**config.mk**
```make
export PLATFORM = sky130hd
export DESIGN_NAME = pspu_out_queue
export DESIGN_NICKNAME = d
export VERILOG_FILES = /design/src/pspu_pkg.sv /design/src/pspu_out_queue.sv
export SDC_FILE = /design/constraint.sdc
export NUM_CORES = 1
export LEC_CHECK = 0
export BUFFER_PORTS_ARGS = -buffer_cell sky130_fd_sc_hd__clkbuf_2
export CAP_MARGIN = 25
export CORE_MARGIN = 4
export CORE_UTILIZATION = 50
export DETAILED_ROUTE_END_ITERATION = 7
export PLACE_DENSITY = 0.81
export SLEW_MARGIN = 20
export SYNTH_ARGS = -nofsm -noshare
export SYNTH_HDL_FRONTEND = slang
export SYNTH_SLANG_ARGS = --single-unit
```
**constraint.sdc**
```tcl
create_clock -name clk -period 2.6 [get_ports clk]
set_input_delay 0.26 -clock clk [delete_from_list [all_inputs] [get_ports clk]]
set_output_delay 0.26 -clock clk [all_outputs]
set_load 0.02 [all_outputs]
```
**src/pspu_pkg.sv**
```systemverilog
package pspu_pkg;

	// Palette store depth and address width
	localparam int PAL_DEPTH = 256;
	localparam int PAL_IDX_W = (PAL_DEPTH > 1) ? $clog2(PAL_DEPTH) : 1;

	// Queue depths
	localparam int CMDQ_DEPTH = 4;
	localparam int CMDQ_PTR_W = $clog2(CMDQ_DEPTH);
	localparam int OUTQ_DEPTH = 4;
	localparam int OUTQ_PTR_W = $clog2(OUTQ_DEPTH);

	// PNG color types
	localparam logic [2:0] CT_GRAY = 3'd0;
	localparam logic [2:0] CT_RGB  = 3'd2;
	localparam logic [2:0] CT_PAL  = 3'd3;
	localparam logic [2:0] CT_GA   = 3'd4;
	localparam logic [2:0] CT_RGBA = 3'd6;

	// Bit depths
	localparam logic [4:0] BD_1  = 5'd1;
	localparam logic [4:0] BD_2  = 5'd2;
	localparam logic [4:0] BD_4  = 5'd4;
	localparam logic [4:0] BD_8  = 5'd8;
	localparam logic [4:0] BD_16 = 5'd16;

	// Input operations
	localparam logic OP_PAL_WRITE = 1'b0;
	localparam logic OP_ROW_BYTE  = 1'b1;

	typedef enum logic [2:0] {
		CFG_COLOR_TYPE = 3'd0,
		CFG_BIT_DEPTH  = 3'd1,
		CFG_KEY_ENABLE = 3'd2,
		CFG_KEY_RED    = 3'd3,
		CFG_KEY_GREEN  = 3'd4,
		CFG_KEY_BLUE   = 3'd5,
		CFG_SWAP_RB    = 3'd6,
		CFG_ROW_PIXELS = 3'd7
	} cfg_idx_t;

	typedef enum logic [1:0] {
		CMD_PAL_WR  = 2'd0,
		CMD_SUBBYTE = 2'd1,
		CMD_PIXEL   = 2'd2
	} cmd_kind_t;

	typedef struct packed {
		logic [2:0]  pix_type;
		logic [4:0]  sample_bits;
		logic        key_enable;
		logic [15:0] key_red;
		logic [15:0] key_green;
		logic [15:0] key_blue;
		logic        swap_red_blue;
		logic [15:0] row_pixels;
	} cfg_t;

	// One queued command: palette write {index, rgba}, one sub-byte row byte,
	// or a complete gathered pixel (newest byte in the low bits)
	typedef struct packed {
		cmd_kind_t   kind;
		logic [63:0] data;
	} cmd_t;

	typedef struct packed {
		logic [7:0] red;
		logic [7:0] green;
		logic [7:0] blue;
		logic [7:0] alpha;
		logic       row_end;
	} pix_t;

	// Unknown color types decode as gray
	function automatic logic [2:0] eff_type(input logic [2:0] ct);
		logic [2:0] r;
		case (ct)
			CT_GRAY, CT_RGB, CT_PAL, CT_GA, CT_RGBA: r = ct;
			default: r = CT_GRAY;
		endcase
		return r;
	endfunction

	// Unknown depths decode as 8; palette never runs at 16
	function automatic logic [4:0] eff_depth(input logic [2:0] ct, input logic [4:0] bd);
		logic [4:0] r;
		case (bd)
			BD_1, BD_2, BD_4, BD_8: r = bd;
			BD_16: r = (ct == CT_PAL) ? BD_8 : BD_16;
			default: r = BD_8;
		endcase
		return r;
	endfunction

	// Bytes per pixel at depth 8 or 16
	function automatic logic [3:0] bytes_per_pixel(input logic [2:0] ct, input logic [4:0] d);
		logic [3:0] ch;
		case (ct)
			CT_RGB:  ch = 4'd3;
			CT_GA:   ch = 4'd2;
			CT_RGBA: ch = 4'd4;
			default: ch = 4'd1;
		endcase
		return (d == BD_16) ? {ch[2:0], 1'b0} : ch;
	endfunction

endpackage

```
**src/pspu_out_queue.sv**
```systemverilog
module pspu_out_queue import pspu_pkg::*; (
	input  logic                clk,
	input  logic                arst_n,
	input  logic                wr_en,
	input  pix_t                wr_data,
	input  logic                rd_en,
	output pix_t                rd_data,
	output logic                empty,
	output logic [OUTQ_PTR_W:0] count
);

	pix_t                  mem_q [OUTQ_DEPTH];
	logic [OUTQ_PTR_W-1:0] wptr_q;
	logic [OUTQ_PTR_W-1:0] rptr_q;
	logic [OUTQ_PTR_W:0]   count_q;

	assign empty   = (count_q == '0);
	assign count   = count_q;
	assign rd_data = mem_q[rptr_q];

	always_ff @(posedge clk) begin
		if (wr_en) begin
			mem_q[wptr_q] <= wr_data;
		end
	end

	always_ff @(posedge clk or negedge arst_n) begin
		if (!arst_n) begin
			wptr_q  <= '0;
			rptr_q  <= '0;
			count_q <= '0;
		end else begin
			if (wr_en) begin
				wptr_q <= wptr_q + 1'b1;
			end
			if (rd_en) begin
				rptr_q <= rptr_q + 1'b1;
			end
			count_q <= count_q + (OUTQ_PTR_W+1)'(wr_en) - (OUTQ_PTR_W+1)'(rd_en);
		end
	end

endmodule

```
==> run summary <==
Nets = 375
Final WS setup = 0.191 ns
Worst R2R Setup Slack = 0.90 ns
Core area = 9950 um2
DRT iter0 DRCs = 98
Most used DFF post-synth = edfxtp_1
Cts hold-fix bufs = 35
Dpl ws = 0.683 ns
Final period util = 92.7%
Post-Syn Nets = 250
Count leader, synth = edfxtp_1
Power per cell area = 1170 nW/um2
Sequential power share = 41.1%
Die W = 110 um
CTS buffer count = 17
Routed vias = 2481
Count of input and output buffers = 73
Top post-synthesis cells by area = edfxtp_1 (76%), mux4_2 (12%), dfrtp_1 (3.4%)
Worst-path clk slew = 0.06 ns
Arr. time, crit path = 2.15 ns
Overall die area = 12100 um2
Fillers = 652
Cts repair resizes = 0
Grt total ovfl = 0
Status = finished clean
Setup_tns = 0 ns
Share of synthesized flip-flops with an asynchronous set or reset = 5.04%
Drt total wl = 9140 um
F_max = 415 MHz
Unrepaired setup endpoints after global routing = false
Worst R2R Path Depth = 3
Leading area contributor after synthesis = edfxtp_1
Root Driver = clkbuf_8
M1 WL = 3690 um
Cell Area, Synth = 5200 um2
Die H = 110 um
CTS tree = yes
Max Cap Viol = 0
Slew Limit Fails = 0
P_leak = 2.42 nW
First-pass GRT wire length = 14300 um
CP Capture Type = output port
Combinational share of power = 28.0%
#FFs+latches synth = 139
Post-synth EDFFs = 132
DRC violation count after routing = 0
Syn Area/Cell = 25.2 um2
Worst R2R Start = wptr_q[0]$_DFFE_PN0P_
Largest net degree at the start of global routing = 35
Clk sinks = 139
Switching part of the total power = 29.1%
Antenna cells = 0
Vias in the first global route = 2633
Clk_lat worst skew = 0.51 ns
Pint = 5.57 mW
First drt pass iteration count = 4
Clock share of power = 30.9%
Routed len/inst = 19.2 um
Sequential fraction of the synthesis area = 79.7%
Crit path max fanout = 13
Crit path kind = flop to output port
Post-layout instance area = 6690 um2
Share of layout cells above drive strength 1 = 40.1%
Final Hold Violating Endpoints = 0
Rows = 36
Class of the worst hold path = input pin to flop
Highest routed layer = met4
Startpoint types = flop
HPWL Detailed = 5460 um
Post-DP Area = 5740 um2
Postcts setup bufs = 0
Synth top cells by count = edfxtp_1 (132), mux4_2 (28), dfrtp_1 (7)
Synth warnings = 0
Global placer's final weighted congestion = 0.699
Met2 WL = 4890 um
Max rail drop VDD = 0.601 mV
Synth-to-layout area growth = 28.7%
CTS Buffer Depth = 2
Worst endpoint required time = 2.34 ns
Tot GR Track Use = 16.9%
Final setup violation count = 0
Initial Util = 52.2%
CP startpoint = rptr_q[0]$_DFFE_PN0P_
Boundary Pins = 74
Setup Skew = 0.00733 ns
Yosys cell types = 16
Max H-tree Level = 4
Net Switching = 2.29 mW
Worst Tran Pin Value = 0.868 ns
Worst rel slew slack = 42.1%
Initial antenna violation count = 0
Gate count after technology mapping = 206
CP endpoint = rd_data[14]
Synth top area share = 76.3%
Met3 wire length = 497 um
Min Clock Period, post-route = 2.41 ns
Reg2reg end = mem_q[3][6]$_DFFE_PP_
Final core utilization = 67.2%
Post-route ant nets = 0
Avg Vias per Cell = 5.22
## power by group through the flow
stage / sequential (mW) / combinational [mW] / clock, mW
2_1_floorplan: 3.10 / 1.69 / 0
3_3_place_gp: 3.25 / 2.16 / 0
3_5_place_dp: 3.28 / 2.19 / 0
4_1_cts: 3.24 / 2.24 / 2.48
5_1_grt: 3.29 / 2.37 / 2.60
6_report: 3.23 / 2.20 / 2.43
## how the worst min path moves through the flow
| stage | start | end | depth (start not counted) |
|---|---|---|---|
| 2_1_floorplan | arst_n | count[0]$_DFF_PN0_ | 0 |
| 3_3_place_gp | arst_n | count[0]$_DFF_PN0_ | 1 |
| 3_5_place_dp | arst_n | count[0]$_DFF_PN0_ | 1 |
| 4_1_cts | wr_en | wptr_q[0]$_DFFE_PN0P_ | 2 |
| 5_1_grt | wr_en | wptr_q[0]$_DFFE_PN0P_ | 2 |
| 6_report | wr_en | wptr_q[0]$_DFFE_PN0P_ | 2 |
## layout by cell type (no fill, tap or decap), types with 5 or more instances in the layout
cell type,n
dfrtp_1,5
dlygate4sd3_1,35
edfxtp_1,132
clkbuf_2,73
inv_1,6
ha_1,6
mux4_2,28
bufinv_16,5
mux4_1,5
clkbuf_16,16
## per-layer routing
metal | up-vias | track usage (%)
met5 | - | 0
met4 | 0 | 4.81
li1 | 1116 | -
met2 | 64 | 28.4
met3 | 8 | 5.87
met1 | 1293 | 21.0
## stage by stage
stage	hold slack (ns)	instances	power [mW]
3_5_place_dp	0.112	410	5.47
5_1_grt	0.0588	475	8.25
4_1_cts	0.0325	475	7.96
6_report	0.0636	475	7.85
2_1_floorplan	-0.0356	206	4.79
3_3_place_gp	0.109	410	5.40
## critical path, cell delays in order, from the launching register on
cell and delay (ns):
dfrtp_2 0.63, buf_4 0.30, mux4_2 0.53, clkbuf_2 0.17
## final cells by class
cell class / count / area [um2] / share of cell area [%]
flip-flops and latches: 139 / 4140 / 61.9
multi-input cells: 53 / 948 / 14.2
repair buffers: 114 / 811 / 12.1
clock buffers: 20 / 425 / 6.36
clock inverters: 10 / 174 / 2.60
well taps: 133 / 166 / 2.49
inverters: 6 / 22.5 / 0.337
## flip-flops by register name (all words and copies together) (netlist names)
register and flops:
rptr_q 2, wptr_q 2, count 3, mem_q 132
## cell families after synthesis
kind of cell / after synthesis / share of synthesized area (%)
flops: 139 / 79.7
compound gates: 1 / 0.0962
simple gates: 7 / 0.722
fa+ha+maj: 7 / 1.83
mux: 33 / 14.7
xor+xnor: 5 / 0.843
buf+inv: 14 / 2.19
Power figures use the tool's default switching activity.
