===== src/pspu_pkg.sv =====
package pspu_pkg;

	// Palette store depth and address width
	localparam int PAL_DEPTH = 256;
	localparam int PAL_IDX_W = (PAL_DEPTH > 1) ? $clog2(PAL_DEPTH) : 1;

	// Queue depths
	localparam int CMDQ_DEPTH = 4;
	localparam int CMDQ_PTR_W = $clog2(CMDQ_DEPTH);
	localparam int OUTQ_DEPTH = 4;
	localparam int OUTQ_PTR_W = $clog2(OUTQ_DEPTH);

	// PNG color types
	localparam logic [2:0] CT_GRAY = 3'd0;
	localparam logic [2:0] CT_RGB  = 3'd2;
	localparam logic [2:0] CT_PAL  = 3'd3;
	localparam logic [2:0] CT_GA   = 3'd4;
	localparam logic [2:0] CT_RGBA = 3'd6;

	// Bit depths
	localparam logic [4:0] BD_1  = 5'd1;
	localparam logic [4:0] BD_2  = 5'd2;
	localparam logic [4:0] BD_4  = 5'd4;
	localparam logic [4:0] BD_8  = 5'd8;
	localparam logic [4:0] BD_16 = 5'd16;

	// Input operations
	localparam logic OP_PAL_WRITE = 1'b0;
	localparam logic OP_ROW_BYTE  = 1'b1;

	typedef enum logic [2:0] {
		CFG_COLOR_TYPE = 3'd0,
		CFG_BIT_DEPTH  = 3'd1,
		CFG_KEY_ENABLE = 3'd2,
		CFG_KEY_RED    = 3'd3,
		CFG_KEY_GREEN  = 3'd4,
		CFG_KEY_BLUE   = 3'd5,
		CFG_SWAP_RB    = 3'd6,
		CFG_ROW_PIXELS = 3'd7
	} cfg_idx_t;

	typedef enum logic [1:0] {
		CMD_PAL_WR  = 2'd0,
		CMD_SUBBYTE = 2'd1,
		CMD_PIXEL   = 2'd2
	} cmd_kind_t;

	typedef struct packed {
		logic [2:0]  pix_type;
		logic [4:0]  sample_bits;
		logic        key_enable;
		logic [15:0] key_red;
		logic [15:0] key_green;
		logic [15:0] key_blue;
		logic        swap_red_blue;
		logic [15:0] row_pixels;
	} cfg_t;

	// One queued command: palette write {index, rgba}, one sub-byte row byte,
	// or a complete gathered pixel (newest byte in the low bits)
	typedef struct packed {
		cmd_kind_t   kind;
		logic [63:0] data;
	} cmd_t;

	typedef struct packed {
		logic [7:0] red;
		logic [7:0] green;
		logic [7:0] blue;
		logic [7:0] alpha;
		logic       row_end;
	} pix_t;

	// Unknown color types decode as gray
	function automatic logic [2:0] eff_type(input logic [2:0] ct);
		logic [2:0] r;
		case (ct)
			CT_GRAY, CT_RGB, CT_PAL, CT_GA, CT_RGBA: r = ct;
			default: r = CT_GRAY;
		endcase
		return r;
	endfunction

	// Unknown depths decode as 8; palette never runs at 16
	function automatic logic [4:0] eff_depth(input logic [2:0] ct, input logic [4:0] bd);
		logic [4:0] r;
		case (bd)
			BD_1, BD_2, BD_4, BD_8: r = bd;
			BD_16: r = (ct == CT_PAL) ? BD_8 : BD_16;
			default: r = BD_8;
		endcase
		return r;
	endfunction

	// Bytes per pixel at depth 8 or 16
	function automatic logic [3:0] bytes_per_pixel(input logic [2:0] ct, input logic [4:0] d);
		logic [3:0] ch;
		case (ct)
			CT_RGB:  ch = 4'd3;
			CT_GA:   ch = 4'd2;
			CT_RGBA: ch = 4'd4;
			default: ch = 4'd1;
		endcase
		return (d == BD_16) ? {ch[2:0], 1'b0} : ch;
	endfunction

endpackage


===== src/pspu_front.sv =====
module pspu_front import pspu_pkg::*; (
	input  logic        clk,
	input  logic        arst_n,
	input  cfg_t        cfg,
	input  logic        accept,
	input  logic        operation,
	input  logic [7:0]  data_byte,
	input  logic [7:0]  palette_index,
	input  logic [31:0] palette_rgba,
	output logic        cmd_push,
	output cmd_t        cmd
);

	logic [63:0] gather_q;
	logic [2:0]  gcount_q;
	logic [2:0]  ct;
	logic [4:0]  d;
	logic [3:0]  bpp;
	logic [3:0]  ncount;
	logic [63:0] ngather;
	logic        sub_byte;

	always_comb begin
		ct       = eff_type(cfg.pix_type);
		d        = eff_depth(ct, cfg.sample_bits);
		bpp      = bytes_per_pixel(ct, d);
		sub_byte = (d == BD_1) || (d == BD_2) || (d == BD_4);
		ncount   = {1'b0, gcount_q} + 4'd1;
		ngather  = {gather_q[55:0], data_byte};
		cmd_push = 1'b0;
		cmd.kind = CMD_PIXEL;
		cmd.data = ngather;
		if (accept) begin
			if (operation == OP_PAL_WRITE) begin
				cmd_push = 1'b1;
				cmd.kind = CMD_PAL_WR;
				cmd.data = {24'd0, palette_index, palette_rgba};
			end else if (sub_byte) begin
				cmd_push = 1'b1;
				cmd.kind = CMD_SUBBYTE;
				cmd.data = {56'd0, data_byte};
			end else if (ncount >= bpp) begin
				cmd_push = 1'b1;
			end
		end
	end

	// Gather bytes of a wide pixel; drop the partial pixel on a sub-byte byte
	always_ff @(posedge clk or negedge arst_n) begin
		if (!arst_n) begin
			gather_q <= '0;
			gcount_q <= '0;
		end else if (accept && operation == OP_ROW_BYTE) begin
			if (sub_byte || ncount >= bpp) begin
				gather_q <= '0;
				gcount_q <= '0;
			end else begin
				gather_q <= ngather;
				gcount_q <= ncount[2:0];
			end
		end
	end

endmodule


===== config.mk =====
export PLATFORM = sky130hd
export DESIGN_NAME = pspu_front
export DESIGN_NICKNAME = d
export VERILOG_FILES = /design/src/pspu_pkg.sv /design/src/pspu_front.sv
export SDC_FILE = /design/constraint.sdc
export NUM_CORES = 1
export LEC_CHECK = 0
export ABC_AREA = 0
export BUFFER_PORTS_ARGS = -buffer_cell sky130_fd_sc_hd__buf_2
export CORE_MARGIN = 3
export CORE_UTILIZATION = 39
export DETAILED_ROUTE_END_ITERATION = 16
export GPL_TIMING_DRIVEN = 0
export MAX_ROUTING_LAYER = met4
export PLACE_DENSITY = 0.74
export SYNTH_ARGS = -nofsm -noshare
export SYNTH_HDL_FRONTEND = slang
export SYNTH_SLANG_ARGS = --single-unit
export TNS_END_PERCENT = 5

===== constraint.sdc =====
create_clock -name clk -period 1.8 [get_ports clk]
set_input_delay 0.09 -clock clk [delete_from_list [all_inputs] [get_ports clk]]
set_output_delay 0.09 -clock clk [all_outputs]
set_load 0.05 [all_outputs]

==> run summary, run 1 <==
status: finished with violations
failing checks: negative setup slack
final wirelength: 9010 µm
grt total ovfl: 0
final slew viol count: 0
RSZ-0062 raised after global routing: true
Clock Path Buffers: 2
ys async rst share: 1.00
min cycle time layout: 2.10 ns
Top FF cell, synth: dfrtp_1
worst setup margin: -0.302 ns
vias in the first global route: 3,000
Yosys warning count: 0
worst endpoint required time: 1.71 ns
area share of xor/xnor cells in the synthesized design: 0.00555
HPWL Detailed: 6640 µm
number of placement rows: 32
height of the die: 96.0 µm
clock sink total: 59
vias per inst: 5.07
Synth Area in Compound Gates: 0.223
Slew @ Worst Pin: 0.724 ns
global-route wire length before repair: 14,400 µm
DIE AREA: 9210 µm²
post-synth cell types: 32
largest net degree at the start of global routing: 60
Data arrival, critical path: 2.01 ns
Core Area: 7810 µm²
top-count cell post-synth: nand2_1
Antenna diodes: 0
main combinational cell family by area after synthesis: compound AO/OA/AOI/OAI gates
fmax: 476 MHz
initial antenna violation count: 0
Yosys top cell area share: 0.468
cell area power density: 1280 nW/µm²
layout cells sized above 1: 0.362
P&R area growth vs syn: 40.4%
post-layout util: 0.568
crit path max fanout: 3
Place WS: -0.730 ns
Area contributors post-synth: dfrtp_1 47%, nand2_1 14%, o21ai_0 9.4%, a22o_1 8.9%, and2_1 4.8%
max cap viols: 0
Yosys reg bits: 59
Final nets: 646
Worst setup SP type: flop
number of fill cells: 715
syn nets: 496
TritonCTS clock tree: built
WS Path Type: reg2out
clock latency at the later pin of the worst-skew pair: 0.33 ns
H-tree levels: 3
Num CTS Buffers: 9
DIE WIDTH: 96.0 µm
Post-Synth Adder-Cell Area: 0.0198
Max VDD drop: 756 µV
Pre-antenna DRT Iters: 4
clk slew on worst S/H paths: 0.06 ns
Syn Area/Cell: 8.65 µm²
clock tree root buffer cell: clkbuf_8
GRT Total Usage: 0.206
register area share after synthesis: 0.468
final worst-path cycle share: 1.17
Starting Density: 0.404
IO Count: 193
Final Power: 5.66 mW
Fin Setup TNS: -12.91 ns
post-synthesis cell count: 365
drt drc: 0
Post-synth EDFFs: 0
synthesized area: 3160 µm²
via count: 3,154
final non-filler cell area: 4430 µm²
Slew HR: 0.517
placed cell count: 593
hold crit path type: in2reg
cell taking the most area after synthesis: dfrtp_1
Leakage: 2.14 nW
Routed WL per cell: 14.5 µm
synth cell count leaders: 117 x nand2_1, 59 x dfrtp_1, 59 x o21ai_0, 32 x a22o_1
crit end category: output port
GPL Wtd Cong: 0.800
WHS: 0.00270 ns
worst-case clock skew: 0.00472 ns
drt first-iter violations: 117
dpl cell area: 3950 µm²
final count of hold timing violations: 0
# setup viols final: 60
Non-Filler Instances: 622
fraction of the mapped netlist area in simple logic gates: 0.217
Port-buffer cells: 126
mux contribution to synthesized area: 0.0285
ANT nets after route: 0
==> power breakdown <==
group          total [mW]  switching (mW)  internal (mW)  leakage [nW]
Combinational        2.84            1.77           1.07          1.25
Clock               0.969           0.475          0.494        0.0812
Sequential           1.85           0.269           1.58         0.812
Total                5.66            2.51           3.14          2.14
==> layout make-up <==
cell class	instances	area (µm²)	share of cell area
clock inverter	3	15.0	0.00339
clock buffer	13	139	0.0313
tap	102	128	0.0288
timing repair buffer	139	822	0.185
buffer	28	154	0.0347
inverter	1	3.75	0.000847
multi-input combinational	277	1700	0.383
sequential	59	1480	0.333
==> cell usage in the layout, fill, tap and decap left out, types with 5 or more instances in the layout <==
master | synthesis | layout
mux2_2 | 8 | 8
dlygate4sd3_1 | 0 | 5
nand2_1 | 117 | 117
and2_1 | 24 | 24
clkbuf_8 | 0 | 9
buf_6 | 1 | 6
dfrtp_1 | 59 | 59
a22o_1 | 32 | 32
buf_4 | 0 | 20
o21ai_1 | 2 | 29
clkbuf_1 | 24 | 20
o21ai_2 | 1 | 6
o21ai_0 | 59 | 27
buf_2 | 3 | 103
clkbuf_4 | 0 | 13
==> worst max-delay path: stages, from the launching register on <==
cell	delay [ns]
dfrtp_1	0.43
ha_4	0.30
ha_4	0.20
a2111oi_4	0.32
buf_4	0.19
o31ai_4	0.08
buf_6	0.17
==> state kept, by name (all words and copies together), names as in the netlist <==
name      cells
gather_q     56
gcount_q      3
==> final timing paths <==
| kind | startpoint | to | slack (ns) | cells after the start |
|---|---|---|---|---|
| setup reg to reg | gcount_q[0]$_DFFE_PN0P_ | gcount_q[2]$_DFFE_PN0P_ | -0.27 | 9 |
| min in group asynchronous | arst_n | gather_q[43]$_DFFE_PN0P_ | 0.38 | 2 |
| hold reg to reg | gather_q[48]$_DFFE_PN0P_ | gather_q[48]$_DFFE_PN0P_ | 0.48 | 2 |
| setup / recovery | gcount_q[0]$_DFFE_PN0P_ | cmd_push | -0.30 | 6 |
| max in group asynchronous | arst_n | gather_q[16]$_DFFE_PN0P_ | 0.94 | 2 |
| hold / removal | data_byte[0] | gather_q[0]$_DFFE_PN0P_ | 0.003 | 3 |
==> kinds of logic (layout without fill, tap and decap cells) <==
logic type | after synthesis | in the layout
AOI/OAI and AO/OA | 105 | 105
DFF | 59 | 59
adders and majority gates | 5 | 5
muxes | 8 | 8
buffers and inverters | 29 | 184
xor gates and xnor gates | 2 | 2
and+or+nand+nor | 157 | 157
==> routing by layer <==
layer  track usage  share of wire  vias to the layer above
met5             -              0                        -
met4        0.0509          0.014                        0
met3        0.0586          0.071                       14
met2         0.333           0.49                      122
met1         0.256           0.43                     1467
li1              -              -                     1551
==> repair_timing <==
item                                    in CTS  in global routing
pin swaps                                    8                  4
hold endpoints to repair                     4                 59
endpoints found under the setup margin      95                 88
hold buffers                                 4                  1
gates resized for setup                     49                 43
setup buffers                                6                  2
Note: power is estimated with default switching activity, not from simulation.
==> run 2: changes to the inputs <==
--- a/config.mk
+++ b/config.mk
@@ -8,11 +8,11 @@
 export ABC_AREA = 0
 export BUFFER_PORTS_ARGS = -buffer_cell sky130_fd_sc_hd__buf_2
 export CORE_MARGIN = 3
-export CORE_UTILIZATION = 39
+export CORE_UTILIZATION = 30
 export DETAILED_ROUTE_END_ITERATION = 16
 export GPL_TIMING_DRIVEN = 0
 export MAX_ROUTING_LAYER = met4
-export PLACE_DENSITY = 0.74
+export PLACE_DENSITY = 0.59
 export SYNTH_ARGS = -nofsm -noshare
 export SYNTH_HDL_FRONTEND = slang
 export SYNTH_SLANG_ARGS = --single-unit
==> run summary, run 2 (same netlist as run 1, synthesis figures left out) <==
crit path max fanout: 3 (unchanged)
drt first-iter violations: 159 (was 117)
clock sink total: 59 (unchanged)
final slew viol count: 0 (unchanged)
Core Area: 10000 µm² (was 7810 µm²)
CP top delay family: adder cells (unchanged)
WHS: -0.00519 ns (was 0.00270 ns)
Top Registers: gather_q x56, gcount_q x3 (unchanged)
max cap viols: 0 (unchanged)
drt drc: 0 (unchanged)
# setup viols final: 60 (unchanged)
min cycle time layout: 2.13 ns (was 2.10 ns)
WS Path Type: reg2out (unchanged)
most common cell after layout, fill and taps aside: nand2_1 (unchanged)
Slew HR: 0.502 (was 0.517)
Fin Setup TNS: -10.36 ns (was -12.91 ns)
clock network fraction of design power: 0.196 (was 0.171)
P&R area growth vs syn: 46.4% (was 40.4%)
Slew @ Worst Pin: 0.747 ns (was 0.724 ns)
DIE WIDTH: 109 µm (was 96.0 µm)
via count: 3,171 (was 3,154)
most frequent cells in the layout: 117 x nand2_1, 104 x buf_2, 59 x dfrtp_1, 39 x o21ai_1, 32 x a22o_1 (was 117 x nand2_1, 103 x buf_2, 59 x dfrtp_1, 32 x a22o_1, 29 x o21ai_1)
slowest stage cell on the critical path: dfrtp_1 (unchanged)
Comb pwr share: 0.502 (about the same)
Starting Density: 0.316 (was 0.404)
Routed WL per cell: 15.2 µm (was 14.5 µm)
Largest register FFs: 56 (unchanged)
vias per inst: 4.83 (was 5.07)
Reg power frac: 0.302 (was 0.327)
Final nets: 651 (was 646)
cell area power density: 1330 nW/µm² (was 1280 nW/µm²)
GRT Total Usage: 0.174 (was 0.206)
Max VDD drop: 923 µV (was 756 µV)
Antenna diodes: 0 (unchanged)
clock tree root buffer cell: clkbuf_8 (unchanged)
internal power: 3.50 mW (was 3.14 mW)
register area: 1480 µm² (unchanged)
failing checks: negative hold slack, negative setup slack (was negative setup slack)
number of fill cells: 1,000 (was 715)
vias in the first global route: 3,236 (was 3,000)
largest net degree at the start of global routing: 60 (unchanged)
number of placement rows: 36 (was 32)
layout cells sized above 1: 0.378 (was 0.362)
HPWL Detailed: 7180 µm (was 6640 µm)
Cell Chain, Critical Path: ha_4 > xor2_2 > ha_2 > o21a_1 > nor2_4 > o31ai_4 > buf_6 (was ha_4 > ha_4 > a2111oi_4 > buf_4 > o31ai_4 > buf_6)
global-route wire length before repair: 15,600 µm (was 14,400 µm)
Pre-antenna DRT Iters: 5 (was 4)
status: finished with violations (unchanged)
clk slew on worst S/H paths: 0.06 ns (about the same)
H-tree levels: 3 (unchanged)
ANT nets after route: 0 (unchanged)
final wirelength: 9960 µm (was 9010 µm)
height of the die: 109 µm (was 96.0 µm)
Switching Share: 0.430 (was 0.444)
DIE AREA: 11,800 µm² (was 9210 µm²)
Reg with most FFs: gather_q (unchanged)
clock latency at the later pin of the worst-skew pair: 0.34 ns (was 0.33 ns)
area of the multi-input gates: 1720 µm² (was 1700 µm²)
NetSw: 2.64 mW (was 2.51 mW)
CP Buf/Inv Count: 1 (was 2)
final worst-path cycle share: 1.18 (was 1.17)
crit end category: output port (unchanged)
fmax: 469 MHz (was 476 MHz)
final count of hold timing violations: 1 (was 0)
initial antenna violation count: 0 (unchanged)
grt total ovfl: 0 (unchanged)
Worst setup SP type: flop (unchanged)
Port-buffer cells: 126 (unchanged)
IO Count: 193 (unchanged)
Data arrival, critical path: 2.04 ns (was 2.01 ns)
RSZ-0062 raised after global routing: true (unchanged)
TritonCTS clock tree: built (unchanged)
CP max stage delay: 0.42 ns (was 0.43 ns)
worst endpoint required time: 1.71 ns (about the same)
Place WS: -0.765 ns (was -0.730 ns)
Leakage: 2.20 nW (was 2.14 nW)
hold crit path type: in2reg (unchanged)
GPL Wtd Cong: 0.822 (was 0.800)
worst setup margin: -0.333 ns (was -0.302 ns)
Clock Path Buffers: 2 (unchanged)
worst-case clock skew: 0.00552 ns (was 0.00472 ns)
Num CTS Buffers: 9 (unchanged)
-- run 2: final cells by class --
class	count	area share
multi-input combinational	277	0.373
sequential	59	0.319
timing repair buffer	144	0.191
buffer	28	0.0381
tap	133	0.0360
clock buffer	13	0.0344
clock inverter	2	0.00758
inverter	1	0.000812
-- run 2: worst min-delay path, delay by kind of cell --
kind	cells	cell delay, ns
AO/OA/AOI/OAI	1	0.05
buffers and inverters	1	0.10
AND/OR/NAND/NOR	1	0.05
-- run 2: path summary, 6_finish.rpt --
kind,start,to,slack (ns),cells past startpoint
max in group asynchronous,arst_n,gather_q[25]$_DFFE_PN0P_,0.94,2
hold / removal,data_byte[0],gather_q[0]$_DFFE_PN0P_,-0.005,3
setup / recovery,gcount_q[0]$_DFFE_PN0P_,cmd_push,-0.33,7
min in group asynchronous,arst_n,gather_q[49]$_DFFE_PN0P_,0.37,2
setup reg to reg,gcount_q[0]$_DFFE_PN0P_,gcount_q[2]$_DFFE_PN0P_,-0.27,8
hold reg to reg,gather_q[51]$_DFFE_PN0P_,gather_q[51]$_DFFE_PN0P_,0.48,2
-- run 2: routing by layer --
layer / GRT usage / part of all wire / up-vias
met2: 0.282 / 0.49 / 111
met1: 0.213 / 0.43 / 1491
met4: 0.0478 / 0.019 / 0
met3: 0.0507 / 0.067 / 16
li1: - / - / 1553
met5: - / 0 / -
-- run 2: stage by stage --
step	hold WS (ns)	utilization	instance area, µm²	cells	power [mW]
after floorplan	-0.206	-	3190	365	3.51
after global placement	0.351	0.399	3990	624	4.14
after detailed placement	0.354	0.399	3990	624	4.17
after CTS	0.00105	0.442	4420	652	5.76
after global routing	0.00419	0.462	4620	657	6.47
final	-0.00519	0.462	4620	657	6.13
-- run 2: power by group through the flow --
stage / clock network (mW) / logic (mW) / registers, mW
final: 1.20 / 3.08 / 1.85
after global routing: 1.29 / 3.29 / 1.89
after CTS: 1.22 / 2.69 / 1.84
after detailed placement: 0 / 2.31 / 1.87
after global placement: 0 / 2.27 / 1.86
after floorplan: 0 / 1.76 / 1.75
-- run 2: repair_timing --
action                                 4_1_cts  5_1_grt
hold buffers                                 6        1
resized for setup                           44       86
setup endpoints to repair                  101       82
buffers inserted                             7        3
cloned                                       0        1
pin swaps                                    8       15
endpoints found under the hold margin        6       59
