===== src/pspu_pkg.sv =====
package pspu_pkg;

	// Palette store depth and address width
	localparam int PAL_DEPTH = 256;
	localparam int PAL_IDX_W = (PAL_DEPTH > 1) ? $clog2(PAL_DEPTH) : 1;

	// Queue depths
	localparam int CMDQ_DEPTH = 4;
	localparam int CMDQ_PTR_W = $clog2(CMDQ_DEPTH);
	localparam int OUTQ_DEPTH = 4;
	localparam int OUTQ_PTR_W = $clog2(OUTQ_DEPTH);

	// PNG color types
	localparam logic [2:0] CT_GRAY = 3'd0;
	localparam logic [2:0] CT_RGB  = 3'd2;
	localparam logic [2:0] CT_PAL  = 3'd3;
	localparam logic [2:0] CT_GA   = 3'd4;
	localparam logic [2:0] CT_RGBA = 3'd6;

	// Bit depths
	localparam logic [4:0] BD_1  = 5'd1;
	localparam logic [4:0] BD_2  = 5'd2;
	localparam logic [4:0] BD_4  = 5'd4;
	localparam logic [4:0] BD_8  = 5'd8;
	localparam logic [4:0] BD_16 = 5'd16;

	// Input operations
	localparam logic OP_PAL_WRITE = 1'b0;
	localparam logic OP_ROW_BYTE  = 1'b1;

	typedef enum logic [2:0] {
		CFG_COLOR_TYPE = 3'd0,
		CFG_BIT_DEPTH  = 3'd1,
		CFG_KEY_ENABLE = 3'd2,
		CFG_KEY_RED    = 3'd3,
		CFG_KEY_GREEN  = 3'd4,
		CFG_KEY_BLUE   = 3'd5,
		CFG_SWAP_RB    = 3'd6,
		CFG_ROW_PIXELS = 3'd7
	} cfg_idx_t;

	typedef enum logic [1:0] {
		CMD_PAL_WR  = 2'd0,
		CMD_SUBBYTE = 2'd1,
		CMD_PIXEL   = 2'd2
	} cmd_kind_t;

	typedef struct packed {
		logic [2:0]  pix_type;
		logic [4:0]  sample_bits;
		logic        key_enable;
		logic [15:0] key_red;
		logic [15:0] key_green;
		logic [15:0] key_blue;
		logic        swap_red_blue;
		logic [15:0] row_pixels;
	} cfg_t;

	// One queued command: palette write {index, rgba}, one sub-byte row byte,
	// or a complete gathered pixel (newest byte in the low bits)
	typedef struct packed {
		cmd_kind_t   kind;
		logic [63:0] data;
	} cmd_t;

	typedef struct packed {
		logic [7:0] red;
		logic [7:0] green;
		logic [7:0] blue;
		logic [7:0] alpha;
		logic       row_end;
	} pix_t;

	// Unknown color types decode as gray
	function automatic logic [2:0] eff_type(input logic [2:0] ct);
		logic [2:0] r;
		case (ct)
			CT_GRAY, CT_RGB, CT_PAL, CT_GA, CT_RGBA: r = ct;
			default: r = CT_GRAY;
		endcase
		return r;
	endfunction

	// Unknown depths decode as 8; palette never runs at 16
	function automatic logic [4:0] eff_depth(input logic [2:0] ct, input logic [4:0] bd);
		logic [4:0] r;
		case (bd)
			BD_1, BD_2, BD_4, BD_8: r = bd;
			BD_16: r = (ct == CT_PAL) ? BD_8 : BD_16;
			default: r = BD_8;
		endcase
		return r;
	endfunction

	// Bytes per pixel at depth 8 or 16
	function automatic logic [3:0] bytes_per_pixel(input logic [2:0] ct, input logic [4:0] d);
		logic [3:0] ch;
		case (ct)
			CT_RGB:  ch = 4'd3;
			CT_GA:   ch = 4'd2;
			CT_RGBA: ch = 4'd4;
			default: ch = 4'd1;
		endcase
		return (d == BD_16) ? {ch[2:0], 1'b0} : ch;
	endfunction

endpackage


===== src/pspu_cmd_queue.sv =====
module pspu_cmd_queue import pspu_pkg::*; (
	input  logic clk,
	input  logic arst_n,
	input  logic wr_en,
	input  cmd_t wr_data,
	input  logic rd_en,
	output cmd_t rd_data,
	output logic full,
	output logic empty
);

	cmd_t                  mem_q [CMDQ_DEPTH];
	logic [CMDQ_PTR_W-1:0] wptr_q;
	logic [CMDQ_PTR_W-1:0] rptr_q;
	logic [CMDQ_PTR_W:0]   count_q;

	assign full    = (count_q == (CMDQ_PTR_W+1)'(CMDQ_DEPTH));
	assign empty   = (count_q == '0);
	assign rd_data = mem_q[rptr_q];

	always_ff @(posedge clk) begin
		if (wr_en) begin
			mem_q[wptr_q] <= wr_data;
		end
	end

	always_ff @(posedge clk or negedge arst_n) begin
		if (!arst_n) begin
			wptr_q  <= '0;
			rptr_q  <= '0;
			count_q <= '0;
		end else begin
			if (wr_en) begin
				wptr_q <= wptr_q + 1'b1;
			end
			if (rd_en) begin
				rptr_q <= rptr_q + 1'b1;
			end
			count_q <= count_q + (CMDQ_PTR_W+1)'(wr_en) - (CMDQ_PTR_W+1)'(rd_en);
		end
	end

endmodule


===== config.mk =====
export PLATFORM = sky130hd
export DESIGN_NAME = pspu_cmd_queue
export DESIGN_NICKNAME = d
export VERILOG_FILES = /design/src/pspu_pkg.sv /design/src/pspu_cmd_queue.sv
export SDC_FILE = /design/constraint.sdc
export NUM_CORES = 1
export LEC_CHECK = 0
export ABC_AREA = 1
export BUFFER_PORTS_ARGS = -buffer_cell sky130_fd_sc_hd__buf_2
export CORE_ASPECT_RATIO = 0.7
export CORE_MARGIN = 2
export CORE_UTILIZATION = 30
export DETAILED_ROUTE_END_ITERATION = 10
export GPL_ROUTABILITY_DRIVEN = 1
export PLACE_DENSITY = 0.51
export SYNTH_ARGS = -nofsm -noshare
export SYNTH_HDL_FRONTEND = slang
export SYNTH_SLANG_ARGS = --single-unit
export TNS_END_PERCENT = 1

===== constraint.sdc =====
create_clock -name clk -period 2.45 [get_ports clk]
set_input_delay 0 -clock clk [delete_from_list [all_inputs] [get_ports clk]]
set_output_delay 0 -clock clk [all_outputs]
set_load 0.02 [all_outputs]

==> results of run 1 <==
cell usage in the layout, fill, tap and decap left out, types with 8 or more instances in the layout:
master | Yosys | final
edfxtp_1 | 264 | 264
clkbuf_16 | 0 | 29
clkinv_2 | 0 | 10
buf_4 | 3 | 12
buf_2 | 22 | 137
dlygate4sd3_1 | 0 | 70
nand2_1 | 341 | 341
nand3_1 | 133 | 133
inv_1 | 277 | 272
buf_12 | 0 | 8
synthesized netlist by cell type:
| library cell | n |
|---|---|
| dfrtp_1 | 7 |
| xor2_1 | 3 |
| buf_2 | 22 |
| nor2_1 | 1 |
| o21ai_0 | 1 |
| fa_1 | 1 |
| buf_4 | 3 |
| edfxtp_1 | 264 |
| nand3_1 | 133 |
| buf_1 | 3 |
| nand2_1 | 341 |
| ha_1 | 6 |
| clkbuf_1 | 7 |
| nor3_1 | 1 |
| buf_6 | 9 |
| inv_1 | 277 |
| inv_2 | 1 |
kinds of logic (layout without fill, tap and decap cells):
kind of cell,Yosys count,after routing
flops,271,271
xor+xnor,3,3
buf+inv,322,558
simple gates,476,476
fa+ha+maj,7,7
compound gates,1,1
registers in the layout (all words and copies together) (netlist names):
register  flops
mem_q       264
count_q       3
rptr_q        2
wptr_q        2
critical path, stage by stage (launching register included):
cell and delay, ns:
dfrtp_2 0.36, buf_4 0.72, nand3_1 0.26, nand2_1 0.12, buf_2 0.16
metal layers:
metal	vias up	global-route usage (%)
met5	-	0
met4	2	2.39
met2	129	20.0
li1	3794	-
met1	3403	20.0
met3	30	2.93
per-stage QoR:
stage                     setup WS, ns  cell area (µm²)  power (W)  utilization [%]  hold WS [ns]
final                            0.251            14400     0.0171             38.5         0.211
after global routing             0.112            14400     0.0182             38.5         0.199
after CTS                        0.176            14400     0.0174             38.5         0.179
after detailed placement         0.707            12800     0.0129             34.1        -0.130
after global placement           0.751            12800     0.0129             34.1        -0.133
after floorplan                 0.0691            11500     0.0107                -        -0.296
area by class of cell:
class                   count  area [µm²]
clock buffers              35         748
clock inverters            18         194
fillers                  3702       23100
inverters                 278        1050
multi-input cells         487        2080
flip-flops and latches    271        8110
well taps                 488         611
repair buffers            227        1640
power by group:
part	internal (W)	switching (W)	total, W	leakage (nW)
Clock	0.00259	0.00174	0.00433	0.461
Combinational	0.00192	0.00456	0.00648	3.67
Sequential	0.00607	0.000200	0.00627	2.51
repair_timing:
item,4_1_cts,5_1_grt
hold buffers,70,0
setup endpoints to repair,0,0
setup buffers,0,0
hold endpoints to repair,277,0
final timing paths:
kind / start / end / cells past startpoint
max reg2reg: wptr_q[0] / mem_q[2][41] / 5
min reg2reg: wptr_q[0] / wptr_q[0] / 1
min in group asynchronous: arst_n / count_q[0] / 3
max in group asynchronous: arst_n / rptr_q[0] / 3
max: rptr_q[1] / rd_data[36] / 4
min: wr_data[8] / mem_q[2][8] / 2
==> reports/metrics.yaml, run 1 <==
outcome:
  outcome: "finished, final reports clean"
detailed_routing:
  wl_per_cell_um: 14.7
  top_layer_used: "met5"
  ant_nets: 0
  drt_iter0_markers: 471
  met2_length_um: 11300
  drt_wl_total_um: 26500
  wl_met3_um: 1240
  drt-met1-wl_um: 13500
  drc: 0
  first_pass_iters: 5
  vias_per_cell: 4.08
  vias: 7358
clock_network:
  cts_tree: "yes"
  postCtsResizedCells: 0
  cts_htree_levels: 1
  clk_pin_slew_ns: 0.06
  cts.sinks: 271
  clk-insertion-delay-late_ns: 0.54
  numCtsBuffers: 29
  root_buffer: "clkbuf_16"
  cts_max_path_buffers: 3
placement:
  dp.cells: 1681
  place.gp.congestion: 0.752
  io_buffers: 137
  place_hpwl_um: 16100
grt:
  grt_max_degree: 135
  track_usage_pct: 13.3
  grt_pass1_vias: 7222
  grt_first_pass_wirelength_um: 41400
  grt_antenna_before_repair: 1
  grt_overflow_total: 0
layout:
  syn2layout_area_growth_pct: 25.5
  final_cells: 1804
  n_antenna_cell: 0
  drive_gt1_share_pct: 15.7
  final_nets: 1371
synthesis:
  synth_top_area_cell: "edfxtp_1"
  yosys_warnings: 0
  synthSimpleGateAreaFrac_pct: 17.0
  avgSynthCellArea_um2: 10.6
  synth_nets: 1157
  syn_inst: 1080
  synth_area_um2: 11500
  ys_seq_area_share_pct: 70.5
  synth-xor-area-share_pct: 0.229
  synth_area_leaders: "edfxtp_1 69%, nand2_1 11%, inv_1 9.0%"
  synth_top_family_by_area: "simple AND/OR/NAND/NOR gates"
  yosys_register_bits: 271
  synth_cell_types: 17
  synth_fa_ha_area_share_pct: 0.827
  synthMuxAreaShare_pct: 0
  synth_top_cell_area_share_pct: 68.9
  synth_compound_area_share_pct: 0.0435
pwr:
  p_leak_nw: 6.63
  peakVddDrop_v: 0.000664
  power-per-cell-area_nw_per_um2: 1180
sta:
  setup-violations-final: 0
  min_period_ns: 2.20
  slew_viol_final: 0
  fin_crit_sh_pct: 89.8
  finClkSkew_ns: 0.0140
  setup_total_negative_slack_ns: 0
  rsz0062_at_grt: "false"
  finalHoldViolCount: 0
  slew_headroom_pct: 37.8
  clock.fmax_mhz: 455
  tightestPinTransition_ns: 0.934
die:
  die_h_um: 168
  initial_core_util_pct: 30.7
  ios: 138
  die-area_um2: 39900
  core_area_um2: 37500
  rows: 59
  die_w_um: 238
flow_run:
  maxCapViolations: 0
worst_hold_path:
  hold_class: "primary input to flop"
setup_path:
  start_kind: "flop"
  cp_data_required_time_ns: 2.45
  critPathArrivalTime_ns: 2.20
  critPathCaptureType: "output pin"
  worstSetupPathType: "flop to output pin"
  reg2reg_slack_ns: 0.74
  cp_max_fo: 66
No activity file was read; power rests on OpenSTA's default activity.
==> run 2, diff against run 1 <==
--- a/config.mk
+++ b/config.mk
@@ -12,7 +12,7 @@
 export CORE_UTILIZATION = 30
 export DETAILED_ROUTE_END_ITERATION = 10
 export GPL_ROUTABILITY_DRIVEN = 1
-export PLACE_DENSITY = 0.51
+export PLACE_DENSITY = 0.5
 export SYNTH_ARGS = -nofsm -noshare
 export SYNTH_HDL_FRONTEND = slang
 export SYNTH_SLANG_ARGS = --single-unit
==> constraint.sdc (replaced) <==
create_clock -name clk -period 2.3 [get_ports clk]
set_input_delay 0 -clock clk [delete_from_list [all_inputs] [get_ports clk]]
set_output_delay 0 -clock clk [all_outputs]
set_load 0.02 [all_outputs]
==> reports/metrics.yaml, run 2 (synthesized netlist as in run 1, its figures left out) <==
outcome:
  outcome: "finished, final reports clean"
sta:
  tightestPinTransition_ns: 0.783  # -0.151 ns
  setup-violations-final: 0  # unchanged
  rsz0062_at_grt: "false"
  min_period_ns: 2.14
  slew_viol_final: 0  # unchanged
  slew_headroom_pct: 47.8  # +10 points
  fin_crit_sh_pct: 92.9
  finalHoldViolCount: 0  # unchanged
  finClkSkew_ns: 0.00965  # -0.00440 ns
  whs_ns: 0.203  # -0.00810 ns
  clock.fmax_mhz: 468
layout:
  drive_gt1_share_pct: 15.4  # -0.36 points
  regMostFlops: "mem_q"
  final_common_cell: "nand2_1"
  fin_area_um2: 14400  # about the same
  syn2layout_area_growth_pct: 25.4  # about the same
  reg.largest.list: "mem_q: 264 flops, count_q: 3 flops"
  multi_input_area_um2: 2080  # unchanged
  fillCellCount: 3687  # -0.41%
  seq_area_um2: 8110  # unchanged
  final_util_pct: 38.5  # about the same
  largest_reg_flops: 264  # unchanged
  final_nets: 1370  # -0.073%
  layout_common_cells: "341 x nand2_1, 272 x inv_1, 264 x edfxtp_1"
pwr:
  p_total_w: 0.0181  # +5.7%
  p_leak_nw: 6.60  # -0.43%
  power-per-cell-area_nw_per_um2: 1250  # +5.8%
  peakVddDrop_v: 0.000621  # -6.5%
detailed_routing:
  wl_per_cell_um: 14.6  # -0.45%
  wl_met3_um: 1460  # +18%
  drt-met1-wl_um: 13300  # -1.7%
  drt_iter0_markers: 465  # -1.3%
  ant_nets: 0  # unchanged
  vias: 7315  # -0.58%
  vias_per_cell: 4.05  # -0.64%
  drc: 0  # unchanged
  drt_wl_total_um: 26400  # -0.40%
  met2_length_um: 11000  # -2.8%
  top_layer_used: "met4"
  first_pass_iters: 6  # +1
clock_network:
  cts_max_path_buffers: 3  # unchanged
  clk-insertion-delay-late_ns: 0.55  # about the same
  cts_tree: "yes"
  root_buffer: "clkbuf_16"
  cts_htree_levels: 1  # unchanged
  cts.sinks: 271  # unchanged
  clk_pin_slew_ns: 0.06  # about the same
  numCtsBuffers: 28  # -3.4%
grt:
  grt_max_degree: 67  # -50%
  grt_overflow_total: 0  # unchanged
  grt_first_pass_wirelength_um: 40800  # -1.6%
  grt_antenna_before_repair: 3  # +2
  track_usage_pct: 13.1  # -0.20 points
  grt_pass1_vias: 7098  # -1.7%
flow_run:
  maxCapViolations: 0  # unchanged
die:
  die_w_um: 238  # unchanged
  initial_core_util_pct: 30.7  # unchanged
  die_h_um: 168  # unchanged
  rows: 59  # unchanged
  core_area_um2: 37500  # unchanged
  die-area_um2: 39900  # unchanged
  ios: 138  # unchanged
setup_path:
  path_buf_inv: 3  # +1
  path_delay_family: "buffers and inverters"
  cp_max_fo: 59  # -11%
  startpoint: "rptr_q[0]"
  cp_slowest_stage_delay_ns: 0.61  # -0.11 ns
  critPathCaptureType: "output pin"
  crit_top_cell: "nand2_1"
  start_kind: "flop"
  cp_slowest_cell: "dfrtp_4"
  cp_data_required_time_ns: 2.30  # -0.15 ns
  critPathArrivalTime_ns: 2.14  # -0.06 ns
  worstSetupPathType: "flop to output pin"
  r2r-start: "wptr_q[0]"
  path_cells: "inv_6 -> buf_16 -> nand2_1 -> nand3_1 -> nand2_1 -> buf_2"
placement:
  dpl-instance-area_um2: 12800  # +0.35%
  place_hpwl_um: 15900  # -1.7%
  place.gp.congestion: 0.732  # -2.7%
  io_buffers: 137  # unchanged
worst_hold_path:
  min-delay-start: "wr_data[65]"
  hold_class: "primary input to flop"
[run 2: cell types whose count changed in the layout (fill, tap and decap cells not counted), moves of 3 or more]
cell / delta
buf_12: +3
buf_4: -5
bufinv_16: -3
clkbuf_1: +3
clkinv_2: -3
diode_2: +3
[run 2: stage by stage]
step           worst slack (ns)  setup TNS [ns]  instances
6_report                  0.162               0       1805
5_1_grt                  0.0101               0       1803
4_1_cts               0.0000848               0       1801
3_5_place_dp              0.519               0       1680
3_3_place_gp              0.552               0       1680
2_1_floorplan           -0.0809           -8.72       1080
[run 2: timing repair]
item | in CTS | in global routing
buffers inserted | 0 | 1
hold buffers | 70 | 0
hold endpoints to repair | 276 | 0
endpoints found under the setup margin | 2 | 40
resized for setup | 1 | 1
[run 2: metal layers]
metal,vias to the layer above,GRT usage (%)
met5,-,0
met2,140,19.3
li1,3787,-
met3,38,2.95
met4,0,3.02
met1,3350,19.6
[run 2: power by group]
group / switching, W / leakage (nW) / internal [W] / total, W
logic: 0.00485 / 3.68 / 0.00215 / 0.00701
registers: 0.000282 / 2.51 / 0.00646 / 0.00675
clock network: 0.00185 / 0.417 / 0.00245 / 0.00430
[run 2: area by class of cell]
class,instances,area share [%]
diodes,3,0.0521
flip-flops and latches,271,56.2
inverters,278,7.32
repair buffers,227,11.8
clock buffers,39,5.36
clock inverters,12,0.590
well taps,488,4.23
multi-input cells,487,14.4
[run 2: final timing paths]
| check | depth (start not counted) | slack, ns | to |
|---|---|---|---|
| min in group asynchronous | 3 | 0.45 | count_q[1] |
| max reg2reg | 4 | 0.56 | mem_q[3][17] |
| max | 6 | 0.16 | rd_data[27] |
| max in group asynchronous | 3 | 1.54 | rptr_q[0] |
| min reg2reg | 1 | 0.56 | wptr_q[0] |
| min | 2 | 0.20 | mem_q[3][65] |
==> run 3, diff against run 2 <==
--- a/config.mk
+++ b/config.mk
@@ -7,7 +7,7 @@
 export LEC_CHECK = 0
 export ABC_AREA = 1
 export BUFFER_PORTS_ARGS = -buffer_cell sky130_fd_sc_hd__buf_2
-export CORE_ASPECT_RATIO = 0.7
+export CORE_ASPECT_RATIO = 0.6
 export CORE_MARGIN = 2
 export CORE_UTILIZATION = 30
 export DETAILED_ROUTE_END_ITERATION = 10
==> reports/metrics.yaml, run 3 (synthesized netlist as in run 1, its figures left out) <==
detailed_routing:
  ant_nets: 0  # unchanged
  drt_iter0_markers: 405  # -13%
  drc: 0  # unchanged
  wl_per_cell_um: 14.6  # +0.26%
  first_pass_iters: 5  # -1
  drt_wl_total_um: 26800  # +1.6%
  vias_per_cell: 4.05  # about the same
  vias: 7413  # +1.3%
placement:
  dpl_worst_slack_ns: 0.619  # +0.100 ns
  dp.cells: 1706  # +1.5%
  place_hpwl_um: 15300  # -3.6%
  place.gp.congestion: 0.686  # -6.2%
  io_buffers: 137  # unchanged
pwr:
  comb_power_share_pct: 38.2  # -0.6 points
  p_sw_share_pct: 38.1  # -0.57 points
  internal-power_w: 0.0113  # +2.4%
  peakVddDrop_v: 0.000760  # +22%
  p_sw_w: 0.00698  # about the same
  power-per-cell-area_nw_per_um2: 1260  # +0.96%
  power_frac_clock_pct: 25.3  # +1.5 points
  seqPwrFrac_pct: 36.5  # -0.9 points
  p_leak_nw: 6.63  # +0.33%
  p_total_w: 0.0183  # +1.4%
setup_path:
  start_kind: "flop"
  cp_max_fo: 52  # -12%
  path_cells: "inv_4 -> buf_12 -> nand2_1 -> nand3_1 -> nand2_1 -> buf_2"
  cp_slowest_stage_delay_ns: 0.51  # -0.10 ns
  r2r-start: "wptr_q[0]"
  cp_data_required_time_ns: 2.30  # about the same
  crit_top_cell: "nand2_1"
  cp_slowest_cell: "dfrtp_4"
  critPathCaptureType: "output pin"
  startpoint: "rptr_q[0]"
  worstSetupPathType: "flop to output pin"
  critPathArrivalTime_ns: 2.09  # -0.05 ns
die:
  rows: 55  # -6.8%
  die-area_um2: 40000  # about the same
  initial_core_util_pct: 30.5  # -0.17 points
  die_w_um: 257  # +7.9%
  ios: 138  # unchanged
  die_h_um: 156  # -7.2%
  core_area_um2: 37700  # +0.56%
grt:
  track_usage_pct: 13.7  # +0.55 points
  grt_busiest_layer: "met2"
  grt_overflow_total: 0  # unchanged
  grt_antenna_before_repair: 1  # -2
  grt_first_pass_wirelength_um: 42500  # +4.2%
  grt_util_met3_pct: 2.76  # -0.19 points
  grtUsageMet1_pct: 19.0  # -0.62 points
  use_met2_pct: 22.4  # +3.0 points
  grt_pass1_vias: 7460  # +5.1%
  grt_max_degree: 83  # +24%
clock_network:
  cts_htree_levels: 1  # unchanged
  postCtsResizedCells: 0  # -1
  cts_tree: "yes"
  cts_setup_buffers: 0  # unchanged
  root_buffer: "clkbuf_16"
  cts_max_path_buffers: 3  # unchanged
  clk_pin_slew_ns: 0.07  # about the same
  cts.sinks: 271  # unchanged
  clk-insertion-delay-late_ns: 0.55  # about the same
  numCtsBuffers: 28  # unchanged
outcome:
  outcome: "finished, final reports clean"
layout:
  largest_reg_flops: 264  # unchanged
  regMostFlops: "mem_q"
  final_nets: 1370  # unchanged
  syn2layout_area_growth_pct: 26.0
  reg.largest.list: "mem_q: 264 flops, count_q: 3 flops"
  layout_common_cells: "341 x nand2_1, 272 x inv_1, 264 x edfxtp_1"
  final_common_cell: "nand2_1"
  multi_input_area_um2: 2080  # unchanged
  fillCellCount: 3712  # +0.68%
  drive_gt1_share_pct: 15.4  # +0.064 points
  seq_area_um2: 8110  # unchanged
  final_cells: 1829  # +1.3%
sta:
  slew_viol_final: 0  # unchanged
  setup-violations-final: 0  # unchanged
  tightestPinTransition_ns: 0.625  # -0.158 ns
  fin_crit_sh_pct: 90.7  # -2.2 points
  min_period_ns: 2.09  # -0.0513 ns
  clock.fmax_mhz: 479  # +2.5%
  slew_headroom_pct: 58.3  # +11 points
  rsz0062_at_grt: "false"
  finalHoldViolCount: 0  # unchanged
  setup_slack_ns: 0.214  # +0.0513 ns
  whs_ns: 0.198  # -0.00410 ns
  finClkSkew_ns: 0.0154  # +0.00579 ns
flow_run:
  maxCapViolations: 0  # unchanged
worst_hold_path:
  hold_class: "primary input to flop"
  min-delay-start: "wr_data[19]"
==> run 3: per-layer routing <==
metal,routed length [µm],up-vias
met2,12100,136
met5,0,-
li1,-,3783
met1,12900,3459
met3,1270,35
met4,430,0
==> run 3: final cells by class <==
class | count | area share, %
diodes | 1 | 0.0173
clock buffers | 40 | 5.29
clock inverters | 12 | 1.14
inverters | 278 | 7.27
multi-input cells | 487 | 14.4
flip-flops and latches | 271 | 55.9
well taps | 513 | 4.43
repair buffers | 227 | 11.6
==> run 3: repair_timing <==
action | CTS | global route
setup endpoints to repair | 0 | 0
endpoints found under the hold margin | 276 | 0
hold buffers | 70 | 0
==> run 3: worst max-delay path, delay by kind of cell, from the launching register on <==
family | cells | cell delay [ns]
DFF | 1 | 0.51
buffers and inverters | 3 | 0.72
and+or+nand+nor | 3 | 0.27
==> run 3: final timing paths <==
kind                                      to  slack (ns)  cells after the start
worst max-delay path             rd_data[61]        0.21                      6
worst min-delay path            mem_q[1][19]        0.20                      2
worst max register to register  mem_q[3][50]        0.65                      4
worst min register to register     wptr_q[0]        0.55                      1
max in group asynchronous          rptr_q[0]        1.48                      3
min in group asynchronous         count_q[1]        0.47                      3
==> run 3: power groups by stage <==
stage	sequential (W)	clock, W	combinational, W
2_1_floorplan	0.00677	0	0.00459
3_3_place_gp	0.00678	0	0.00703
3_5_place_dp	0.00679	0	0.00706
4_1_cts	0.00669	0.00480	0.00719
5_1_grt	0.00677	0.00498	0.00784
6_report	0.00669	0.00464	0.00699
==> run 3: through the flow <==
| step | instance area (µm²) | TNS, ns | utilization (%) |
|---|---|---|---|
| after floorplan | 11500 | -8.72 | - |
| after global placement | 12900 | 0 | 34.1 |
| after detailed placement | 12900 | 0 | 34.1 |
| after CTS | 14500 | 0 | 38.4 |
| after global routing | 14500 | 0 | 38.4 |
| final | 14500 | 0 | 38.4 |
